**config.mk**
```make
export PLATFORM = sky130hd
export DESIGN_NAME = lidar_pixel_nearest_depth_unit
export DESIGN_NICKNAME = d
export VERILOG_FILES = /design/src/hdl/lpnd_pkg.sv /design/src/hdl/lidar_pixel_nearest_depth_unit.sv /design/src/hdl/lpnd_mac.sv /design/src/hdl/lpnd_div.sv /design/src/hdl/lpnd_sqd.sv
export VERILOG_INCLUDE_DIRS = /design/src /design/src/hdl
export SDC_FILE = /design/constraint.sdc
export NUM_CORES = 2
export LEC_CHECK = 0
export BUFFER_PORTS_ARGS = -buffer_cell sky130_fd_sc_hd__buf_2
export CORE_MARGIN = 5
export CORE_UTILIZATION = 65
export DETAILED_ROUTE_END_ITERATION = 6
export PLACE_DENSITY = 0.82
export SLEW_MARGIN = 20
export SYNTH_ARGS = -nofsm -noshare
export SYNTH_HDL_FRONTEND = slang
export SYNTH_SLANG_ARGS = --single-unit
```
**constraint.sdc**
```tcl
create_clock -name clock -period 22 [get_ports clock]
set_clock_uncertainty 0.1 [all_clocks]
set_input_delay 4.4 -clock clock [delete_from_list [all_inputs] [get_ports clock]]
set_output_delay 4.4 -clock clock [all_outputs]
set_load 0.005 [all_outputs]
```
**src/hdl/assert_macros.svh**
```systemverilog
// ----------------------------------------------------------------------------
// Assertion macros
// Concurrent assertion wrappers that compile away when SYNTH is defined.
// ----------------------------------------------------------------------------
`ifndef ASSERT_MACROS_SVH
`define ASSERT_MACROS_SVH

`ifndef SYNTH

`define ASSERT_CLK(name, clk, rst, prop, msg) \
   name: assert property (@(posedge clk) disable iff (rst) prop) else $error(msg);

`define ASSERT_NEVER(name, clk, rst, cond, msg) \
   name: assert property (@(posedge clk) disable iff (rst) !(cond)) else $error(msg);

`else

`define ASSERT_CLK(name, clk, rst, prop, msg)

`define ASSERT_NEVER(name, clk, rst, cond, msg)

`endif

`endif

```
**src/hdl/lpnd_pkg.sv**
```systemverilog
// ----------------------------------------------------------------------------
// lpnd_pkg
// Types and fixed constants of the nearest projected depth unit.
// ----------------------------------------------------------------------------
package lpnd_pkg;

   localparam int COORD_W   = 16;
   localparam int QUERY_W   = 16;
   localparam int CFG_W     = 20;
   localparam int LIM_W     = 15;
   localparam int DEPTH_W   = 15;
   localparam int NUM_W     = 38;
   localparam int PIX_W     = 22;
   localparam int DIST_W    = 48;
   localparam int CSR_IDX_W = 3;
   localparam int CNT_W     = 5;

   localparam logic [CNT_W-1:0] MUL_STEPS = CNT_W'(COORD_W);
   localparam logic [CNT_W-1:0] DIV_STEPS = CNT_W'(PIX_W);

   localparam logic [COORD_W:0] MIN_DEPTH_MM = 17'd100;

   localparam logic signed [PIX_W-1:0] PIX_MAX = {1'b0, {(PIX_W-1){1'b1}}};
   localparam logic signed [PIX_W-1:0] PIX_MIN = {1'b1, {(PIX_W-1){1'b0}}};
   localparam logic [DIST_W-1:0]       DIST_MAX = {DIST_W{1'b1}};

   localparam logic [CFG_W-1:0] FOCAL_X_RST  = 20'd36524;
   localparam logic [CFG_W-1:0] FOCAL_Y_RST  = 20'd36618;
   localparam logic [CFG_W-1:0] CENTER_X_RST = 20'd15465;
   localparam logic [CFG_W-1:0] CENTER_Y_RST = 20'd8317;
   localparam logic [LIM_W-1:0] NEAR_RST     = 15'd300;
   localparam logic [LIM_W-1:0] FAR_RST      = 15'd10000;

   typedef enum logic [CSR_IDX_W-1:0] {
      REG_FOCAL_X  = 3'd0,
      REG_FOCAL_Y  = 3'd1,
      REG_CENTER_X = 3'd2,
      REG_CENTER_Y = 3'd3,
      REG_NEAR     = 3'd4,
      REG_FAR      = 3'd5
   } csr_reg_type;

   typedef enum logic [2:0] {
      ST_IDLE,
      ST_MUL,
      ST_DIV_LOAD,
      ST_DIV,
      ST_SQR,
      ST_CMP,
      ST_FIN
   } state_type;

   typedef struct packed {
      logic load;
      logic step;
   } ser_ctl_type;

endpackage

```
**src/hdl/lidar_pixel_nearest_depth_unit.sv**
```systemverilog
// ----------------------------------------------------------------------------
// lidar_pixel_nearest_depth_unit
// Projects lidar points through a pinhole model and keeps the forward depth
// of the point nearest to a query pixel; reports it at the end of each pass.
// ----------------------------------------------------------------------------
//   Channel   Direction  Handshake              Contents
//   req_      in         req_valid / req_stall  point, query pixel, last mark
//   rsp_      out        rsp_valid / rsp_stall  found flag, depth in mm
//   csr_      in         csr_wr_en              register index, write data
//
// A point inside the range window passes from acceptance through the serial
// multiply, the divider load, the serial divide, squaring, compare and finish
// before the next one can be taken; a skipped point goes straight to finish.
// One result is held in an output register; a last point waits in its final
// cycle only while that register is still full and stalled.
// Reset is synchronous and restores the registers and clears the pass.
// ----------------------------------------------------------------------------
`include "assert_macros.svh"

module lidar_pixel_nearest_depth_unit
   import lpnd_pkg::*;
#(
   parameter int FRAC_BITS = 4
)
(
   input  logic                        clock,
   input  logic                        reset,
   input  logic                        req_valid,
   output logic                        req_stall,
   input  logic signed [COORD_W-1:0]   req_point_fwd,
   input  logic signed [COORD_W-1:0]   req_point_left,
   input  logic signed [COORD_W-1:0]   req_point_up,
   input  logic [QUERY_W-1:0]          req_query_col,
   input  logic [QUERY_W-1:0]          req_query_row,
   input  logic                        req_last_point,
   output logic                        rsp_valid,
   input  logic                        rsp_stall,
   output logic                        rsp_found,
   output logic [DEPTH_W-1:0]          rsp_depth_mm,
   input  logic                        csr_wr_en,
   input  logic [CSR_IDX_W-1:0]        csr_index,
   input  logic [CFG_W-1:0]            csr_wdata
);

   localparam int DEN_W = LIM_W + FRAC_BITS;
   localparam int SQ_W  = 2 * (PIX_W + FRAC_BITS);
   localparam int SUM_W = SQ_W + 1;
   localparam int EXT_W = (SUM_W > DIST_W) ? SUM_W : DIST_W;

   logic [CFG_W-1:0]          focal_x_ff, focal_y_ff, center_x_ff, center_y_ff;
   logic [LIM_W-1:0]          near_ff, far_ff;

   state_type                 state_ff, state_in;
   logic [CNT_W-1:0]          cnt_ff, cnt_in;

   logic [COORD_W-1:0]        fwd_ff;
   logic [QUERY_W-1:0]        qcol_ff, qrow_ff;
   logic                      last_ff;

   logic [DIST_W-1:0]         best_dist_ff, best_dist_in;
   logic [DEPTH_W-1:0]        near_depth_ff, near_depth_in;
   logic                      have_best_ff, have_best_in;

   logic                      rsp_valid_ff, rsp_valid_in;
   logic                      rsp_found_ff, rsp_found_in;
   logic [DEPTH_W-1:0]        rsp_depth_ff, rsp_depth_in;

   logic                      req_accept;
   logic                      in_window;
   logic signed [COORD_W:0]   fwd_ext;
   ser_ctl_type               mac_ctl, div_ctl;
   logic                      sq_en;
   logic signed [NUM_W-1:0]   num_col, num_row;
   logic [DEN_W-1:0]          den;
   logic signed [PIX_W-1:0]   pix_col, pix_row;
   logic [SQ_W-1:0]           sq_col, sq_row;
   logic [EXT_W-1:0]          dist_sum;
   logic [DIST_W-1:0]         cand_dist;

   assign req_stall = reset || (state_ff != ST_IDLE);
   assign req_accept = req_valid && !req_stall;

   always_comb begin
      fwd_ext = {req_point_fwd[COORD_W-1], req_point_fwd};
      in_window = (fwd_ext >= $signed({2'b00, near_ff}))
               && (fwd_ext <= $signed({2'b00, far_ff}))
               && (fwd_ext >= $signed(MIN_DEPTH_MM));
   end

   always_ff @(posedge clock) begin
      if (reset) begin
         focal_x_ff <= FOCAL_X_RST;
         focal_y_ff <= FOCAL_Y_RST;
         center_x_ff <= CENTER_X_RST;
         center_y_ff <= CENTER_Y_RST;
         near_ff <= NEAR_RST;
         far_ff <= FAR_RST;
      end else if (csr_wr_en) begin
         case (csr_reg_type'(csr_index))
            REG_FOCAL_X: begin
               focal_x_ff <= csr_wdata;
            end
            REG_FOCAL_Y: begin
               focal_y_ff <= csr_wdata;
            end
            REG_CENTER_X: begin
               center_x_ff <= csr_wdata;
            end
            REG_CENTER_Y: begin
               center_y_ff <= csr_wdata;
            end
            REG_NEAR: begin
               near_ff <= csr_wdata[LIM_W-1:0];
            end
            REG_FAR: begin
               far_ff <= csr_wdata[LIM_W-1:0];
            end
            default: begin
            end
         endcase
      end
   end

   always_ff @(posedge clock) begin
      if (req_accept) begin
         fwd_ff <= req_point_fwd;
         qcol_ff <= req_query_col;
         qrow_ff <= req_query_row;
         last_ff <= req_last_point;
      end
   end

   lpnd_mac u_mac_col (
      .clock  (clock),
      .ctl    (mac_ctl),
      .fwd    (req_point_fwd),
      .lat    (req_point_left),
      .center (center_x_ff),
      .focal  (focal_x_ff),
      .num    (num_col)
   );

   lpnd_mac u_mac_row (
      .clock  (clock),
      .ctl    (mac_ctl),
      .fwd    (req_point_fwd),
      .lat    (req_point_up),
      .center (center_y_ff),
      .focal  (focal_y_ff),
      .num    (num_row)
   );

   assign den = DEN_W'(fwd_ff[DEPTH_W-1:0]) << FRAC_BITS;

   lpnd_div #(.DEN_W(DEN_W)) u_div_col (
      .clock (clock),
      .ctl   (div_ctl),
      .num   (num_col),
      .den   (den),
      .pix   (pix_col)
   );

   lpnd_div #(.DEN_W(DEN_W)) u_div_row (
      .clock (clock),
      .ctl   (div_ctl),
      .num   (num_row),
      .den   (den),
      .pix   (pix_row)
   );

   lpnd_sqd #(.FRAC_BITS(FRAC_BITS), .SQ_W(SQ_W)) u_sqd_col (
      .clock (clock),
      .en    (sq_en),
      .pix   (pix_col),
      .query (qcol_ff),
      .sq    (sq_col)
   );

   lpnd_sqd #(.FRAC_BITS(FRAC_BITS), .SQ_W(SQ_W)) u_sqd_row (
      .clock (clock),
      .en    (sq_en),
      .pix   (pix_row),
      .query (qrow_ff),
      .sq    (sq_row)
   );

   always_comb begin
      dist_sum = EXT_W'(sq_col) + EXT_W'(sq_row);
      if (dist_sum > EXT_W'(DIST_MAX)) begin
         cand_dist = DIST_MAX;
      end else begin
         cand_dist = dist_sum[DIST_W-1:0];
      end
   end

   always_comb begin
      state_in = state_ff;
      cnt_in = cnt_ff;
      mac_ctl = '0;
      div_ctl = '0;
      sq_en = 1'b0;
      best_dist_in = best_dist_ff;
      near_depth_in = near_depth_ff;
      have_best_in = have_best_ff;
      rsp_valid_in = rsp_valid_ff && rsp_stall;
      rsp_found_in = rsp_found_ff;
      rsp_depth_in = rsp_depth_ff;
      case (state_ff)
         ST_IDLE: begin
            if (req_accept) begin
               mac_ctl.load = 1'b1;
               cnt_in = MUL_STEPS - 1'b1;
               state_in = in_window ? ST_MUL : ST_FIN;
            end
         end
         ST_MUL: begin
            mac_ctl.step = 1'b1;
            cnt_in = cnt_ff - 1'b1;
            if (cnt_ff == '0) begin
               state_in = ST_DIV_LOAD;
            end
         end
         ST_DIV_LOAD: begin
            div_ctl.load = 1'b1;
            cnt_in = DIV_STEPS - 1'b1;
            state_in = ST_DIV;
         end
         ST_DIV: begin
            div_ctl.step = 1'b1;
            cnt_in = cnt_ff - 1'b1;
            if (cnt_ff == '0) begin
               state_in = ST_SQR;
            end
         end
         ST_SQR: begin
            sq_en = 1'b1;
            state_in = ST_CMP;
         end
         ST_CMP: begin
            if (!have_best_ff || (cand_dist < best_dist_ff)) begin
               best_dist_in = cand_dist;
               near_depth_in = fwd_ff[DEPTH_W-1:0];
               have_best_in = 1'b1;
            end
            state_in = ST_FIN;
         end
         ST_FIN: begin
            if (!last_ff) begin
               state_in = ST_IDLE;
            end else if (!(rsp_valid_ff && rsp_stall)) begin
               rsp_valid_in = 1'b1;
               rsp_found_in = have_best_ff;
               rsp_depth_in = have_best_ff ? near_depth_ff : '0;
               best_dist_in = DIST_MAX;
               near_depth_in = '0;
               have_best_in = 1'b0;
               state_in = ST_IDLE;
            end
         end
         default: begin
            state_in = ST_IDLE;
         end
      endcase
   end

   always_ff @(posedge clock) begin
      if (reset) begin
         state_ff <= ST_IDLE;
         cnt_ff <= '0;
         best_dist_ff <= DIST_MAX;
         near_depth_ff <= '0;
         have_best_ff <= 1'b0;
         rsp_valid_ff <= 1'b0;
         rsp_found_ff <= 1'b0;
         rsp_depth_ff <= '0;
      end else begin
         state_ff <= state_in;
         cnt_ff <= cnt_in;
         best_dist_ff <= best_dist_in;
         near_depth_ff <= near_depth_in;
         have_best_ff <= have_best_in;
         rsp_valid_ff <= rsp_valid_in;
         rsp_found_ff <= rsp_found_in;
         rsp_depth_ff <= rsp_depth_in;
      end
   end

   assign rsp_valid = rsp_valid_ff;
   assign rsp_found = rsp_found_ff;
   assign rsp_depth_mm = rsp_depth_ff;

   `ASSERT_CLK(a_not_found_zero_depth, clock, reset, (rsp_valid_ff && !rsp_found_ff) |-> (rsp_depth_ff == '0), "result without a point carries a nonzero depth")
   `ASSERT_CLK(a_skip_goes_to_finish, clock, reset, (req_accept && !in_window) |=> (state_ff == ST_FIN), "skipped point did not go straight to finish")
   `ASSERT_CLK(a_pass_cleared, clock, reset, (state_ff == ST_FIN && last_ff && !(rsp_valid_ff && rsp_stall)) |=> (!have_best_ff && rsp_valid_ff), "pass end did not emit and clear")
   `ASSERT_NEVER(a_empty_near_depth, clock, reset, !have_best_ff && (near_depth_ff != '0), "empty best holds a depth")

endmodule

```
**src/hdl/lpnd_mac.sv**
```systemverilog
// ----------------------------------------------------------------------------
// lpnd_mac
// Bit-serial multiply-accumulate that forms center*fwd - focal*lat, one
// multiplier bit per cycle, most significant bit first.
// ----------------------------------------------------------------------------
module lpnd_mac
   import lpnd_pkg::*;
(
   input  logic                       clock,
   input  ser_ctl_type                ctl,
   input  logic [COORD_W-1:0]         fwd,
   input  logic [COORD_W-1:0]         lat,
   input  logic [CFG_W-1:0]           center,
   input  logic [CFG_W-1:0]           focal,
   output logic signed [NUM_W-1:0]    num
);

   logic [COORD_W-1:0]      fwd_sh_ff, fwd_sh_in;
   logic [COORD_W-1:0]      lat_sh_ff, lat_sh_in;
   logic                    first_ff, first_in;
   logic [NUM_W-1:0]        acc_ff, acc_in;
   logic [NUM_W-1:0]        term_c;
   logic [NUM_W-1:0]        term_f;

   always_comb begin
      term_c = fwd_sh_ff[COORD_W-1] ? NUM_W'(center) : '0;
      term_f = lat_sh_ff[COORD_W-1] ? NUM_W'(focal) : '0;
      fwd_sh_in = fwd_sh_ff;
      lat_sh_in = lat_sh_ff;
      first_in = first_ff;
      acc_in = acc_ff;
      if (ctl.load) begin
         fwd_sh_in = fwd;
         lat_sh_in = lat;
         first_in = 1'b1;
         acc_in = '0;
      end else if (ctl.step) begin
         fwd_sh_in = {fwd_sh_ff[COORD_W-2:0], 1'b0};
         lat_sh_in = {lat_sh_ff[COORD_W-2:0], 1'b0};
         first_in = 1'b0;
         // The sign bit of a two's complement multiplier carries negative weight.
         if (first_ff) begin
            acc_in = {acc_ff[NUM_W-2:0], 1'b0} + term_f - term_c;
         end else begin
            acc_in = {acc_ff[NUM_W-2:0], 1'b0} + term_c - term_f;
         end
      end
   end

   always_ff @(posedge clock) begin
      fwd_sh_ff <= fwd_sh_in;
      lat_sh_ff <= lat_sh_in;
      first_ff <= first_in;
      acc_ff <= acc_in;
   end

   assign num = $signed(acc_ff);

endmodule

```
**src/hdl/lpnd_div.sv**
```systemverilog
// ----------------------------------------------------------------------------
// lpnd_div
// Restoring bit-serial divider that yields the saturated whole pixel of a
// signed numerator over a positive denominator, truncated toward zero.
// ----------------------------------------------------------------------------
module lpnd_div
   import lpnd_pkg::*;
#(
   parameter int DEN_W = 19
)
(
   input  logic                       clock,
   input  ser_ctl_type                ctl,
   input  logic signed [NUM_W-1:0]    num,
   input  logic [DEN_W-1:0]           den,
   output logic signed [PIX_W-1:0]    pix
);

   localparam int REM_W = DEN_W + 1;

   logic [NUM_W-1:0]  mag;
   logic [REM_W-1:0]  den_ext;
   logic [REM_W-1:0]  shifted;
   logic              fits;
   logic [REM_W-1:0]  rem_ff, rem_in;
   logic [PIX_W-1:0]  quo_ff, quo_in;
   logic              neg_ff, neg_in;
   logic              ovf_ff, ovf_in;

   always_comb begin
      mag = num[NUM_W-1] ? NUM_W'(-num) : NUM_W'(num);
      den_ext = REM_W'(den);
      shifted = {rem_ff[REM_W-2:0], quo_ff[PIX_W-1]};
      fits = shifted >= den_ext;
      rem_in = rem_ff;
      quo_in = quo_ff;
      neg_in = neg_ff;
      ovf_in = ovf_ff;
      if (ctl.load) begin
         rem_in = REM_W'(mag[NUM_W-2:PIX_W]);
         quo_in = mag[PIX_W-1:0];
         neg_in = num[NUM_W-1];
         ovf_in = REM_W'(mag[NUM_W-2:PIX_W]) >= den_ext;
      end else if (ctl.step) begin
         rem_in = fits ? shifted - den_ext : shifted;
         quo_in = {quo_ff[PIX_W-2:0], fits};
      end
   end

   always_ff @(posedge clock) begin
      rem_ff <= rem_in;
      quo_ff <= quo_in;
      neg_ff <= neg_in;
      ovf_ff <= ovf_in;
   end

   always_comb begin
      if (neg_ff) begin
         if (ovf_ff || (quo_ff[PIX_W-1] && (|quo_ff[PIX_W-2:0]))) begin
            pix = PIX_MIN;
         end else begin
            pix = $signed(PIX_W'(0) - quo_ff);
         end
      end else begin
         if (ovf_ff || quo_ff[PIX_W-1]) begin
            pix = PIX_MAX;
         end else begin
            pix = $signed(quo_ff);
         end
      end
   end

endmodule

```
**src/hdl/lpnd_sqd.sv**
```systemverilog
// ----------------------------------------------------------------------------
// lpnd_sqd
// Squared distance along one axis between a projected pixel and the query,
// in fractional pixel units, registered.
// ----------------------------------------------------------------------------
module lpnd_sqd
   import lpnd_pkg::*;
#(
   parameter int FRAC_BITS = 4,
   parameter int SQ_W = 52
)
(
   input  logic                       clock,
   input  logic                       en,
   input  logic signed [PIX_W-1:0]    pix,
   input  logic [QUERY_W-1:0]         query,
   output logic [SQ_W-1:0]            sq
);

   localparam int D_W = PIX_W + FRAC_BITS + 1;
   localparam int A_W = D_W - 1;

   logic signed [D_W-1:0] pix_ext;
   logic signed [D_W-1:0] diff;
   logic [A_W-1:0]        mag;
   logic [SQ_W-1:0]       sq_ff, sq_in;

   always_comb begin
      pix_ext = D_W'(pix);
      diff = (pix_ext <<< FRAC_BITS) - $signed(D_W'(query));
      mag = diff[D_W-1] ? A_W'(-diff) : A_W'(diff);
      sq_in = SQ_W'(mag) * SQ_W'(mag);
   end

   always_ff @(posedge clock) begin
      if (en) begin
         sq_ff <= sq_in;
      end
   end

   assign sq = sq_ff;

endmodule

```
Word level (Yosys, flattened, before mapping). Cells that the tools add are included.

Multiply operators: 2. Equal/unequal tests: 18. Add/subtract/negate cells: 20. Reduce and logical (&&, ||, !) cells: 35. Magnitude comparators: 9. Bitwise operators: 1. Mux-type cells: 65.

Operators with widths (count): $mux W22 (10); $mux W48 (4); $add A38 B38 Y38 (4); $sub A38 B38 Y38 (4); $mux W16 (8); $mux W15 (8); $mul A26 B26 Y52 (2); $pmux W48 S2 (1); $mux W20 (4); $mux W38 (2); $mux W37 (2); $neg A37 Y37 (2); $sub A26 B17 Y27 (2); $add A52 B52 Y53 (1); $gt A53 B48 Y1 const B (1); $mux W26 (2); $neg A26 Y26 (2); $lt A48 B48 Y1 (1); $sub A1 B22 Y22 const A (2); $reduce_or A21 Y1 (2); $ge A20 B19 Y1 (2); $ge A15 B19 Y1 (2); $mux W19 (2); $sub A19 B19 Y19 (2); other kinds (28) (78).

Output and inout bits: 18. Input bits: 109. Register bits: 578. Word-level logic and storage cells: 187.

Depth between registers and ports, before layout.
Depth after elaboration: 9. Gate-level depth with buffers: 53. Mapped depth without buffers: 49.

By module. A second synthesis with hierarchy kept.

Cells, all modules: 9571. Area total of the unflattened synthesis: 83811.6 µm².

By module, submodules not included: lpnd_sqd (u_sqd_col) (area each 22316.4 µm², seq. area each 1531.5 µm², times used 1, cells an instance 2405); lpnd_sqd (u_sqd_row) (area each 22312.6 µm², seq. area each 1531.5 µm², times used 1, cells an instance 2430); lpnd_mac (area each 7649.8 µm², seq. area each 1741.7 µm², times used 2, cells an instance 934); lidar_pixel_nearest_depth_unit (area each 14388.8 µm², seq. area each 5425.2 µm², times used 1, cells an instance 1716); lpnd_div (area each 4747.1 µm², seq. area each 1251.2 µm², times used 2, cells an instance 576).

Worst setup path before layout. OpenSTA, ideal clock, no wires.

Path type: register to register. Start: reg u_div_row.quo_ff[16]. End: reg u_sqd_row.sq_ff[51] (netlist: u_sqd_row.sq[51]) (data pin). Period minus slack after synthesis: 12.502 ns. Setup time: 0.268 ns. Path buffers: 5. Arrival: 12.134 ns. Cell stages (with the launch flop): 48. Slack: 9.498 ns. Path through: edfxtp_1 > clkbuf_1 > or4_1 > or3_1 > o21ai_1 > clkbuf_1 > nand2_1 > o311ai_0 > ha_1 > clkbuf_1 > inv_1 > o21bai_1 > a21o_1 > o21ai_1 > o21ai_1 > nand2b_1 > o41ai_2 > buf_2 > (+12 left out) > fa_1 > inv_1 > fa_1 > inv_1 > fa_1 > ha_1 > a21oi_1 > o211ai_1 > a211oi_1 > o211ai_1 > a31oi_1 > a21oi_1 > a2111oi_0 > o41ai_1 > a211oi_1 > o21ai_0 > a21o_1 > xnor3_1.

Cells in the longest elaborated chain, start to end: 9.

RTL lines: start, declared (RTL line lpnd_div.sv:26) `logic [PIX_W-1:0] quo_ff, quo_in;`; start signal, assigned (RTL line lpnd_div.sv:52) `quo_ff <= quo_in;`; parallel branches: the longest is 4 deep, another holds $sub A1 B22 Y22; $mux W22 * (RTL line lpnd_div.sv:58) `if (neg_ff) begin`; $sub A26 B17 Y27 * (RTL line lpnd_sqd.sv:30) `diff = (pix_ext <<< FRAC_BITS) - $signed(D_W'(query));`; $neg A26 Y26 (RTL line lpnd_sqd.sv:31) `mag = diff[D_W-1] ? A_W'(-diff) : A_W'(diff);`; $mux W26 * (RTL line lpnd_sqd.sv:31); $mul A26 B26 Y52 * (RTL line lpnd_sqd.sv:32) `sq_in = SQ_W'(mag) * SQ_W'(mag);`; net u_sqd_row.sq_in[51] (RTL line lpnd_sqd.sv:26) `logic [SQ_W-1:0] sq_ff, sq_in;`; end signal, assigned (RTL line lpnd_sqd.sv:37) `sq_ff <= sq_in;`; end, declared (RTL line lpnd_sqd.sv:26).

Mark *: on every way through the listed nets, which the timed path passes. A chain may end at the register's enable or synchronous reset.

Final worst setup path.
Start: reg u_div_row.quo_ff[0]. End: reg u_sqd_row.sq_ff[51] (netlist: u_sqd_row.sq[51]) (data pin).

Same word-level chain as after synthesis.

==> flow_metrics.tcl <==
set metrics [dict create \
    setup_viol 0 \
    htreeDepth 3 \
    wl_mm 209.4 \
    worst_slew_pin_slew_ns 1.141 \
    root_buffer "clkbuf_16" \
    tritoncts "built" \
    synth_flop_cell "dfxtp_1" \
    ys_types 102 \
    cp.required_ns 22.31 \
    finalCritPeriodShare_pct 70.34 \
    yosysWarnings 0 \
    layout_commonest_cell "inv_1" \
    worstSetupPathType "flop to flop" \
    outcome "finished clean" \
    path_max_fanout 17 \
    period_minus_slack_ns 15.48 \
    core_area_um2 121600 \
    synth_edf_count 276 \
    cts_buffers 66 \
    critPathMaxStageDelay_ns 0.74 \
    synth_fp_nets 11180 \
    final_nets 11140 \
    critPathCaptureType "flop" \
    cp-start-kind "flop" \
    grt_setup_unrepaired "false" \
    vias_per_cell 5.922 \
    worstPathArrival_ns 15.78 \
    min_path_type "flop to flop" \
    insertion_delay_ns 0.67 \
    clk_pin_slew_ns 0.06 \
    final_cell_mix "1757 x inv_1, 1122 x fa_1, 1097 x nand2_1" \
    dp_hpwl_mm 163.6 \
    drv_cap 0 \
    clkSinkCount 560 \
    postCtsHoldBufs 0 \
    synth_top_family_by_area "adder cells" \
    syn_area_um2 79370 \
    fp.dieH_um 359.4 \
    grt_pass1_vias 66920 \
    synth_xor_area_share_pct 4.529 \
    rows 128 \
    grt_pass1_wl_mm 339.5 \
    antenna_found_initial 4 \
    yosys-mux-area-fraction_pct 0.3988 \
    grt_max_degree 96 \
    hold_viol_final 0 \
    ios 127 \
    synth_cells 9212 \
    num_vias 64260 \
    drc 0 \
    setup_tns_ns 0 \
    initial_core_util_pct 65.30 \
    clockBufferDepth 3 \
    yosys.area_share.simple_pct 15.19 \
    max_freq_mhz 64.62 \
    place.gp.congestion 0.9938 \
    final_max_slew_viol_count 0 \
    antenna_left 0 \
    crit_top_cell "fa_1" \
    io_buffers 126 \
    syn_to_final_growth_pct 5.625 \
    dieWidth_um 359.4 \
    ys_ff_latch 560 \
    drt_iter0_markers 5311 \
    slowest_stage "o21ai_1" \
    avgSynthCellArea_um2 8.616 \
    relSlewSlack_pct 23.22 \
    cts_resized 0 \
    async_reset_ff_share_pct 0 \
    grt_use_total_pct 32.32 \
    die_area_um2 129200 \
    yosysSeqAreaShare_pct 17.61 \
    synth_fa_ha_area_share_pct 39.99 \
    synth_compound_area_share_pct 12.29 \
    drt_first_pass_iters 7 \
    drive_above_1_share_pct 4.683 \
    post_cts_buffers 0 \
    overflow 0 \
    post_drt_wl_per_cell_um 19.29 \
]
layer usage:
layer	track usage (%)	vias to the layer above	share of wire (%)
met5	0	-	0.013
met3	6.046	737	8.6
met1	40.52	31200	38
li1	-	29530	-
met2	53.81	2791	47
met4	16.54	4	6.0
Yosys cell counts, types with 10 or more instances:
| library cell | instances | area, um^2 |
|---|---|---|
| o21a_1 | 51 | 382.9 |
| a31o_2 | 17 | 148.9 |
| o22ai_1 | 37 | 231.5 |
| o21ai_0 | 333 | 1667 |
| and2_1 | 24 | 150.1 |
| fa_1 | 1122 | 22460 |
| nand4_1 | 77 | 481.7 |
| buf_2 | 42 | 210.2 |
| a31oi_1 | 45 | 281.5 |
| mux2i_1 | 26 | 260.3 |
| nand2_1 | 1099 | 4125 |
| xor2_1 | 104 | 910.9 |
| nand4b_1 | 16 | 140.1 |
| xnor2_1 | 302 | 2645 |
| a211oi_1 | 61 | 457.9 |
| or2_2 | 31 | 193.9 |
| nand2b_1 | 114 | 713.2 |
| o21bai_1 | 43 | 322.8 |
| nor4_1 | 45 | 281.5 |
| nor2b_1 | 75 | 469.2 |
| a21o_1 | 177 | 1329 |
| a21boi_0 | 29 | 217.7 |
| buf_1 | 22 | 82.58 |
| o41ai_1 | 20 | 175.2 |
| nor2_1 | 764 | 2868 |
| edfxtp_1 | 276 | 8288 |
| and3_1 | 49 | 306.5 |
| a21oi_1 | 509 | 2547 |
| inv_1 | 1759 | 6603 |
| o211ai_1 | 43 | 322.8 |
| ha_1 | 741 | 9271 |
| clkbuf_1 | 260 | 975.9 |
| o2111ai_1 | 10 | 87.58 |
| o31a_1 | 23 | 201.4 |
| o311ai_0 | 17 | 148.9 |
| nor3_1 | 133 | 665.6 |
| o31ai_1 | 38 | 285.3 |
| dfxtp_1 | 284 | 5685 |
| or3_1 | 41 | 256.5 |
| nand3_1 | 172 | 860.8 |
per-stage QoR:
stage / area [um^2] / std cells / hold slack, ns / utilization [%] / worst slack (ns)
5_1_grt: 83830 / 10850 / 0.3732 / 68.96 / 5.782
3_5_place_dp: 81560 / 10730 / 0.3466 / 67.10 / 6.881
2_1_floorplan: 79370 / 9212 / 0.3064 / - / 9.498
4_1_cts: 83820 / 10850 / 0.3555 / 68.96 / 6.748
3_3_place_gp: 81560 / 10730 / 0.3419 / 67.10 / 7.343
6_report: 83840 / 10850 / 0.3548 / 68.97 / 6.525
critical path, delay by kind of cell (launching register included):
kind / cells / cell delay, ns
AND/OR/NAND/NOR: 7 / 2.33
flip-flops: 1 / 0.41
buffers and inverters: 7 / 1.39
AO/OA/AOI/OAI: 19 / 6.02
XOR/XNOR: 2 / 0.50
adder cells (fa/ha/maj): 10 / 4.45
kinds of logic (layout without fill, tap and decap cells):
group / after synthesis / in the layout
buffers and inverters: 2097 / 2109
multiplexers: 31 / 31
AND/OR/NAND/NOR: 2699 / 2699
adder cells (fa/ha/maj): 1864 / 1864
XOR/XNOR: 408 / 408
other: 0 / 2
AO/OA/AOI/OAI: 1553 / 1553
flip-flops: 560 / 560
final cells by class:
cell class / count / area (um^2)
inverters: 1772 / 6655
flip-flops and latches: 560 / 13970
diodes: 2 / 5.005
multi-input cells: 6555 / 57610
clock inverters: 37 / 401.6
clock buffers: 85 / 1858
repair buffers: 215 / 1301
fillers: 9357 / 37720
well taps: 1625 / 2033
flip-flops by register name, summed over array words and instances (netlist names), 19 cells and up:
name	count
best_dist_ff	48
center_x_ff	20
center_y_ff	20
focal_x_ff	20
focal_y_ff	20
u_div_col.quo_ff	22
u_div_col.rem_ff	19
u_div_row.quo_ff	22
u_div_row.rem_ff	19
u_mac_col.num	38
u_mac_row.num	38
u_sqd_col.sq	51
u_sqd_row.sq	51
final timing paths:
check,start,endpoint,slack (ns),depth (start not counted)
worst max-delay path,u_div_row.quo_ff[0],u_sqd_row.sq[51],6.52,45
worst min-delay path,focal_y_ff[18],focal_y_ff[18],0.35,2
worst max register to register,u_div_row.quo_ff[0],u_sqd_row.sq[51],6.52,45
worst min register to register,focal_y_ff[18],focal_y_ff[18],0.35,2
Power is left out: the tool's default activity adds up to more than one toggle a clock period on the data nets, which glitch-free logic cannot reach.
